==> src/sv/cdu_pkg.sv <==
// Shared constants and helpers for the class-data ULEB128 decoder.
// Holds record kind codes, result packing widths and list selection.
// No dependencies.
package cdu_pkg;

	// Record kinds; a list section uses the code of the records it holds
	localparam logic [2:0] KIND_HEADER   = 3'd0;
	localparam logic [2:0] KIND_STATIC   = 3'd1;
	localparam logic [2:0] KIND_INSTANCE = 3'd2;
	localparam logic [2:0] KIND_DIRECT   = 3'd3;
	localparam logic [2:0] KIND_VIRTUAL  = 3'd4;

	// Value slots within a record or the header
	localparam logic [1:0] SLOT_DELTA = 2'd0;
	localparam logic [1:0] SLOT_FLAGS = 2'd1;
	localparam logic [1:0] SLOT_CODE  = 2'd2;
	localparam logic [1:0] SLOT_LAST_COUNT = 2'd3;

	// Last byte position of a 32-bit ULEB128 value
	localparam logic [2:0] POS_MAX = 3'd4;

	localparam int VALUE_W  = 32;
	localparam int BYTES_W  = 5;
	localparam int KIND_W   = 3;
	localparam int RAW_W    = 8 * VALUE_W + BYTES_W;
	localparam int TDATA_W  = ((RAW_W + 7) / 8) * 8;

	// First list after section 'from' with a nonzero count; header code if none
	function automatic logic [2:0] first_list(input logic [2:0] from,
						  input logic [3:0] nonzero);
		logic [2:0] sel;
		sel = KIND_HEADER;
		for (int i = 4; i >= 1; i--) begin
			if (3'(i) > from && nonzero[i - 1]) begin
				sel = 3'(i);
			end
		end
		return sel;
	endfunction

endpackage

==> src/sv/class_data_uleb128_decoder_top.sv <==
// Class-data item decoder: ULEB128 byte stream in, header and member records out.
// Single module with an input register stage and a result register.
// Depends on cdu_pkg.

// One byte enters per cycle while s_axis_tready is high; a byte passes through
// the input register and is decoded once the result slot is free: it updates
// the value accumulator and list counters and, if it completes the header or a
// record, loads the result register. A result is therefore valid once the
// byte ending it leaves the input register, and the stream sustains one byte
// per clock while the result side takes each transaction as offered. Values
// longer than five bytes are cut at the fifth byte (only its low four bits
// count); member indexes wrap modulo 2^32; lists with a zero count are
// skipped, and tlast marks the result that ends an item.
module class_data_uleb128_decoder_top (
	input  logic                       clk,
	input  logic                       arst_n,
	input  logic                       s_axis_tvalid,
	output logic                       s_axis_tready,
	input  logic [7:0]                 s_axis_tdata,   // data_byte
	output logic                       m_axis_tvalid,
	input  logic                       m_axis_tready,
	// static_count, instance_count, direct_count, virtual_count, member_index,
	// index_delta, member_flags, code_offset (32 each), record_bytes (5), zero pad
	output logic [cdu_pkg::TDATA_W-1:0] m_axis_tdata,
	output logic [cdu_pkg::KIND_W-1:0]  m_axis_tuser,  // record_kind
	output logic                       m_axis_tlast    // last
);
	import cdu_pkg::*;

	// Input stage
	logic [7:0] byte_s1;
	logic       valid_s1;
	logic       advance;
	logic       accept_in;

	// Decoder state
	logic [2:0]         section_q;
	logic [1:0]         slot_q;
	logic [2:0]         pos_q;
	logic [VALUE_W-1:0] acc_q;
	logic [VALUE_W-1:0] counts_q [4];
	logic [VALUE_W-1:0] remaining_q;
	logic [VALUE_W-1:0] run_idx_q;
	logic [VALUE_W-1:0] delta_q;
	logic [VALUE_W-1:0] flags_q;
	logic [BYTES_W-1:0] bytes_q;

	// Next-state and result
	logic [2:0]         section_d;
	logic [1:0]         slot_d;
	logic [2:0]         pos_d;
	logic [VALUE_W-1:0] acc_d;
	logic [VALUE_W-1:0] counts_d [4];
	logic [VALUE_W-1:0] remaining_d;
	logic [VALUE_W-1:0] run_idx_d;
	logic [VALUE_W-1:0] delta_d;
	logic [VALUE_W-1:0] flags_d;
	logic [BYTES_W-1:0] bytes_d;

	logic [2:0]         pos;
	logic [VALUE_W-1:0] shifted;
	logic [VALUE_W-1:0] value;
	logic [BYTES_W-1:0] bytes_inc;
	logic [3:0]         nonzero;
	logic [2:0]         next_list;
	logic               emit;
	logic [2:0]         res_kind;
	logic [VALUE_W-1:0] res_index;
	logic [VALUE_W-1:0] res_delta;
	logic [VALUE_W-1:0] res_flags;
	logic [VALUE_W-1:0] res_code;
	logic               res_last;

	// Handshake: the input register moves on whenever the result slot is free
	assign advance       = valid_s1 && (!m_axis_tvalid || m_axis_tready);
	assign s_axis_tready = !valid_s1 || advance;
	assign accept_in     = s_axis_tvalid && s_axis_tready;

	// Hold the incoming byte in the input register until it is decoded
	always_ff @(posedge clk or negedge arst_n) begin
		if (!arst_n) begin
			valid_s1 <= 1'b0;
		end else if (accept_in) begin
			valid_s1 <= 1'b1;
		end else if (advance) begin
			valid_s1 <= 1'b0;
		end
	end

	always_ff @(posedge clk) begin
		if (accept_in) begin
			byte_s1 <= s_axis_tdata;
		end
	end

	// Place the seven payload bits at the current byte position
	always_comb begin
		pos = (pos_q > POS_MAX) ? POS_MAX : pos_q;
		case (pos)
			3'd0:    shifted = {25'd0, byte_s1[6:0]};
			3'd1:    shifted = {18'd0, byte_s1[6:0], 7'd0};
			3'd2:    shifted = {11'd0, byte_s1[6:0], 14'd0};
			3'd3:    shifted = {4'd0, byte_s1[6:0], 21'd0};
			default: shifted = {byte_s1[3:0], 28'd0};
		endcase
		value     = acc_q | shifted;
		bytes_inc = bytes_q + 1'b1;
	end

	// Decode one byte
	always_comb begin
		section_d   = section_q;
		slot_d      = slot_q;
		pos_d       = 3'd0;
		acc_d       = '0;
		counts_d    = counts_q;
		remaining_d = remaining_q;
		run_idx_d   = run_idx_q;
		delta_d     = delta_q;
		flags_d     = flags_q;
		bytes_d     = bytes_inc;
		emit        = 1'b0;
		res_kind    = KIND_HEADER;
		res_index   = '0;
		res_delta   = '0;
		res_flags   = '0;
		res_code    = '0;
		res_last    = 1'b0;
		nonzero     = '0;
		next_list   = KIND_HEADER;

		if (byte_s1[7] && pos < POS_MAX) begin
			// Value continues: keep accumulating
			pos_d = pos + 3'd1;
			acc_d = value;
		end else if (section_q == KIND_HEADER || section_q > KIND_VIRTUAL) begin
			// Header count completes
			section_d        = KIND_HEADER;
			counts_d[slot_q] = value;
			if (slot_q != SLOT_LAST_COUNT) begin
				slot_d = slot_q + 2'd1;
			end else begin
				slot_d = SLOT_DELTA;
				for (int i = 0; i < 4; i++) begin
					nonzero[i] = (counts_d[i] != '0);
				end
				next_list   = first_list(KIND_HEADER, nonzero);
				section_d   = next_list;
				remaining_d = (next_list == KIND_HEADER) ? '0 :
				              counts_d[2'(next_list - 3'd1)];
				run_idx_d   = '0;
				emit        = 1'b1;
				res_kind    = KIND_HEADER;
				res_last    = (next_list == KIND_HEADER);
				bytes_d     = '0;
			end
		end else if (slot_q == SLOT_DELTA) begin
			// Index delta
			delta_d   = value;
			run_idx_d = run_idx_q + value;
			slot_d    = SLOT_FLAGS;
		end else if (slot_q == SLOT_FLAGS && section_q >= KIND_DIRECT) begin
			// Method flags; code offset still to come
			flags_d = value;
			slot_d  = SLOT_CODE;
		end else begin
			// Record completes
			if (slot_q == SLOT_FLAGS) begin
				flags_d   = value;
				res_flags = value;
			end else begin
				res_flags = flags_q;
				res_code  = value;
			end
			slot_d      = SLOT_DELTA;
			emit        = 1'b1;
			res_kind    = section_q;
			res_index   = run_idx_q;
			res_delta   = delta_q;
			bytes_d     = '0;
			remaining_d = remaining_q - 1'b1;
			if (remaining_q == VALUE_W'(1)) begin
				for (int i = 0; i < 4; i++) begin
					nonzero[i] = (counts_q[i] != '0);
				end
				next_list   = first_list(section_q, nonzero);
				section_d   = next_list;
				remaining_d = (next_list == KIND_HEADER) ? '0 :
				              counts_q[2'(next_list - 3'd1)];
				run_idx_d   = '0;
				res_last    = (next_list == KIND_HEADER);
			end
		end
	end

	// Advance decoder state
	always_ff @(posedge clk or negedge arst_n) begin
		if (!arst_n) begin
			section_q   <= KIND_HEADER;
			slot_q      <= SLOT_DELTA;
			pos_q       <= '0;
			acc_q       <= '0;
			counts_q    <= '{default: '0};
			remaining_q <= '0;
			run_idx_q   <= '0;
			delta_q     <= '0;
			flags_q     <= '0;
			bytes_q     <= '0;
		end else if (advance) begin
			section_q   <= section_d;
			slot_q      <= slot_d;
			pos_q       <= pos_d;
			acc_q       <= acc_d;
			counts_q    <= counts_d;
			remaining_q <= remaining_d;
			run_idx_q   <= run_idx_d;
			delta_q     <= delta_d;
			flags_q     <= flags_d;
			bytes_q     <= bytes_d;
		end
	end

	// Result register valid: load on a finished header or record, drop once taken
	always_ff @(posedge clk or negedge arst_n) begin
		if (!arst_n) begin
			m_axis_tvalid <= 1'b0;
		end else if (advance && emit) begin
			m_axis_tvalid <= 1'b1;
		end else if (m_axis_tready) begin
			m_axis_tvalid <= 1'b0;
		end
	end

	// Result payload; counts only appear in header transactions
	always_ff @(posedge clk) begin
		if (advance && emit) begin
			if (res_kind == KIND_HEADER) begin
				m_axis_tdata[4*VALUE_W-1:0] <= {counts_d[3], counts_d[2],
				                                counts_d[1], counts_d[0]};
			end else begin
				m_axis_tdata[4*VALUE_W-1:0] <= '0;
			end
			m_axis_tdata[TDATA_W-1:4*VALUE_W] <=
				(TDATA_W - 4*VALUE_W)'({bytes_inc, res_code, res_flags,
				                        res_delta, res_index});
			m_axis_tuser <= res_kind;
			m_axis_tlast <= res_last;
		end
	end

endmodule

==> config.mk <==
export PLATFORM = sky130hd
export DESIGN_NAME = class_data_uleb128_decoder_top
export DESIGN_NICKNAME = d
export VERILOG_FILES = /design/src/sv/cdu_pkg.sv /design/src/sv/class_data_uleb128_decoder_top.sv
export SDC_FILE = /design/constraint.sdc
export NUM_CORES = 1
export LEC_CHECK = 0
export ABC_AREA = 0
export BUFFER_PORTS_ARGS = -buffer_cell sky130_fd_sc_hd__buf_2
export CAP_MARGIN = 20
export CELL_PAD_IN_SITES_DETAIL_PLACEMENT = 1
export CELL_PAD_IN_SITES_GLOBAL_PLACEMENT = 1
export CORE_MARGIN = 3
export CORE_UTILIZATION = 30
export CTS_CLUSTER_SIZE = 20
export DETAILED_ROUTE_END_ITERATION = 8
export PLACE_DENSITY_LB_ADDON = 0.25
export SLEW_MARGIN = 10
export SYNTH_ARGS = -nofsm -noshare
export SYNTH_HDL_FRONTEND = slang
export SYNTH_SLANG_ARGS = --single-unit
==> constraint.sdc <==
create_clock -name clk -period 9.8 [get_ports clk]
set_input_delay 1.47 -clock clk [delete_from_list [all_inputs] [get_ports clk]]
set_output_delay 1.47 -clock clk [all_outputs]
set_load 0.005 [all_outputs]
==> results.toml <==
[outcome]
outcome = "complete, no violations"

[cts]
tritoncts = "done"
postCtsSetupRepairBufs = 0
cts_sinks = 576
cts-root-buf = "sky130_fd_sc_hd__clkbuf_16"
hold_buffers = 0
cts_max_path_buffers = 3
worstSkewPairLatency_ns = 0.66
cts_inserted_buffers = 71
worst_setup_hold_path_clk_slew_ns = 0.06
cts.htree.levels = 3
cts_resized = 0

[sta]
timing.final.crit_period_ns = 6.97
max_slew_margin_pct = 16.1
grt_setup_unrepaired = "no"
final-setup-viol-count = 0
slew_viol_final = 0
timing.setup.tns_ns = 0
final_hold_viol_count = 0
fin_skew_ns = 0.0307
holdWs_ns = 0.475
max_freq_mhz = 143
worst-slew-pin-transition_ns = 1.25
finalWorstSetupSlack_ns = 2.83
fin_crit_sh_pct = 71.1

[synth]
synth-async-reset-ratio_pct = 52.6
ys_ff_latch = 576
yosys_warnings = 0
synth_area_leader_cell = "sky130_fd_sc_hd__edfxtp_1"
ys.flop_type = "sky130_fd_sc_hd__dfrtp_1"
synthesized_cell_area_mm2 = 0.0287
yosys.area.top_type_share_pct = 28.6
synthesis.instances = 2821
netlist_top_cells_area = "sky130_fd_sc_hd__edfxtp_1 29%, sky130_fd_sc_hd__dfrtp_1 26%, sky130_fd_sc_hd__o21ai_0 5.4%"
synth_cell_type_count = 90
syn_area_cell_um2 = 10.2
synth_enable_flop_cells = 273
yosysSeqAreaShare_pct = 55.1

[grt]
grt_antenna_before_repair = 13
number_of_global_route_vias_before_repair = 25730
globalRoute.totalOverflow = 0
grt_first_pass_wirelength_um = 199000
grt_util_all_layers_pct = 28.3
grt_start_max_net_pins = 153

[pwr]
power_leakage_nw = 13.6
power.density_cell_area_mw_per_mm2 = 370
max-vdd-ir-drop_mv = 0.316

[critical_path]
critical_path.max_stage_delay_ns = 0.97
worstPathBufferInverterCount = 6
most_used_cell_cp = "sky130_fd_sc_hd__inv_1"
crit_type = "reg -> reg"
cp_cell_sequence = "inv_1 -> nand2_1 -> inv_1 -> ha_1 -> ha_1 -> buf_4 -> a21oi_2 -> inv_1 -> nor4_1 -> a21oi_1 -> nor4_1 -> and3_1 -> o21ai_4 -> inv_4 -> ha_1 -> inv_1 -> a41oi_1 -> or3_1 -> a211o_1 -> o211ai_1"
worst_setup_path_end_kind = "flop"
worst_ep_arrival_time_ns = 7.49
cp_slowest_cell = "sky130_fd_sc_hd__dfrtp_1"
cp.required_ns = 10.32
critical_path_peak_fanout = 25
critical_path.top_delay_family = "simple AND/OR/NAND/NOR gates"
cp-start-kind = "flop"

[placement]
dp.cells = 4207
buffer_ports.inserted = 278
pre_cts_ws_ns = 2.90
postPlaceCellArea_mm2 = 0.0315
dp.final_hpwl_um = 100000
gp_congestion = 0.955

[finish]
layout.filler_cells = 10593
finish.cell_count_without_fillers = 4347
postLayoutCellArea_mm2 = 0.0341
finalNetCount = 3087
mostFrequentLayoutCell = "sky130_fd_sc_hd__nand2_1"
final_layout_size_suffix_gt1_share_pct = 19.4
syn2layout_area_growth_pct = 18.8
final_cell_mix = "354 x sky130_fd_sc_hd__nand2_1, 306 x sky130_fd_sc_hd__o21ai_0, 303 x sky130_fd_sc_hd__dfrtp_1, 283 x sky130_fd_sc_hd__nor2_1, 278 x sky130_fd_sc_hd__buf_2"

[detailed_routing]
drt-vias-per-instance = 5.71
drt_iter0_markers = 2133
detail_route.wirelength_um = 142000
post-route-drc-count = 0
route.vias.total = 24812
drtPass1Iterations = 5
route.antenna.remaining_nets = 0
drt-wirelength-per-cell_um = 32.7

[floorplanning]
floorplan.io_pins = 282
core_area_mm2 = 0.0940
y_dimension_of_the_die_um = 315
fp.dieArea_mm2 = 0.0993
floorplan.initialDensity_pct = 30.5
dieWidth_um = 315
row_count = 112

[run]
max-cap-violations = 0

[worst_hold_path]
timing.hold.worst.class = "reg -> reg"
[final cells by class]
type | count | area (um2) | area share [%]
Antenna cell | 5 | 12.5 | 0.0367
Clock buffer | 101 | 2050 | 6.03
Sequential cell | 576 | 15800 | 46.3
Multi-Input combinational cell | 1961 | 12000 | 35.1
Timing Repair Buffer | 359 | 2040 | 5.99
Tap cell | 1254 | 1570 | 4.61
Inverter | 60 | 235 | 0.691
Clock inverter | 31 | 404 | 1.19
[final timing paths]
path | start | endpoint | slack [ns] | cells after the start
worst max-delay path | pos_q[2] | remaining_q[3] | 2.83 | 20
worst min-delay path | delta_q[20] | delta_q[20] | 0.48 | 2
worst max register to register | pos_q[2] | remaining_q[3] | 2.83 | 20
worst min register to register | delta_q[20] | delta_q[20] | 0.48 | 2
max in group asynchronous | arst_n | flags_q[23] | 7.28 | 2
min in group asynchronous | arst_n | run_idx_q[11] | 0.88 | 1
[state kept, by name (all words and copies together), names as in the netlist, 2 cells and up]
| register | count |
|---|---|
| flags_q | 32 |
| acc_q | 32 |
| slot_q | 2 |
| pos_q | 3 |
| counts_q | 128 |
| run_idx_q | 32 |
| bytes_q | 5 |
| delta_q | 32 |
| m_axis_tdata | 261 |
| m_axis_tuser | 3 |
| section_q | 3 |
| byte_s1 | 8 |
| remaining_q | 32 |
[power by group]
part	internal [W]	total [W]	switching [W]
Combinational	0.00173	0.00563	0.00390
Sequential	0.00338	0.00418	0.000798
Clock	0.00166	0.00279	0.00113
Total	0.00677	0.0126	0.00583
[worst min-delay path: stages (launching register included)]
cell and delay [ns]:
sky130_fd_sc_hd__dfrtp_1 0.33, sky130_fd_sc_hd__nand2_1 0.04, sky130_fd_sc_hd__o21ai_0 0.06
[kinds of logic after synthesis]
kind of cell    after synthesis  synth area share (%)
mux                          49                  3.20
buf+inv                     286                  3.90
fa+ha+maj                    47                  2.04
simple gates                994                  16.0
compound gates              836                  18.8
other cells                   1                0.0131
xor+xnor                     32                 0.978
flops                       576                  55.1
[synthesized netlist by cell type, types with 19 or more instances]
cell / instances
sky130_fd_sc_hd__nand3_1: 53
sky130_fd_sc_hd__ha_1: 46
sky130_fd_sc_hd__o211ai_1: 22
sky130_fd_sc_hd__nand2_1: 355
sky130_fd_sc_hd__mux4_2: 32
sky130_fd_sc_hd__clkbuf_1: 195
sky130_fd_sc_hd__and2_1: 74
sky130_fd_sc_hd__edfxtp_1: 273
sky130_fd_sc_hd__a211oi_1: 146
sky130_fd_sc_hd__nor3_1: 50
sky130_fd_sc_hd__o21ai_0: 307
sky130_fd_sc_hd__dfrtp_1: 303
sky130_fd_sc_hd__inv_1: 52
sky130_fd_sc_hd__a21oi_1: 135
sky130_fd_sc_hd__nor2_1: 288
sky130_fd_sc_hd__nor4_1: 33
sky130_fd_sc_hd__nor2b_1: 19
sky130_fd_sc_hd__a21o_1: 20
[routing by layer]
| metal | up-vias | track usage, % | part of all wire [%] |
|---|---|---|---|
| met3 | 224 | 4.92 | 5.6 |
| met2 | 887 | 48.3 | 49 |
| met1 | 12924 | 35.4 | 41 |
| met5 | - | 0 | 0.018 |
| li1 | 10773 | - | - |
| met4 | 4 | 11.7 | 4.2 |
[per-stage QoR]
| step | total power, W | utilization (%) |
|---|---|---|
| final | 0.0126 | 36.2 |
| after floorplan | 0.00705 | - |
| after global routing | 0.0132 | 36.2 |
| after detailed placement | 0.00981 | 33.5 |
| after CTS | 0.0127 | 36.2 |
| after global placement | 0.00973 | 33.5 |
Power figures use the tool's default switching activity.
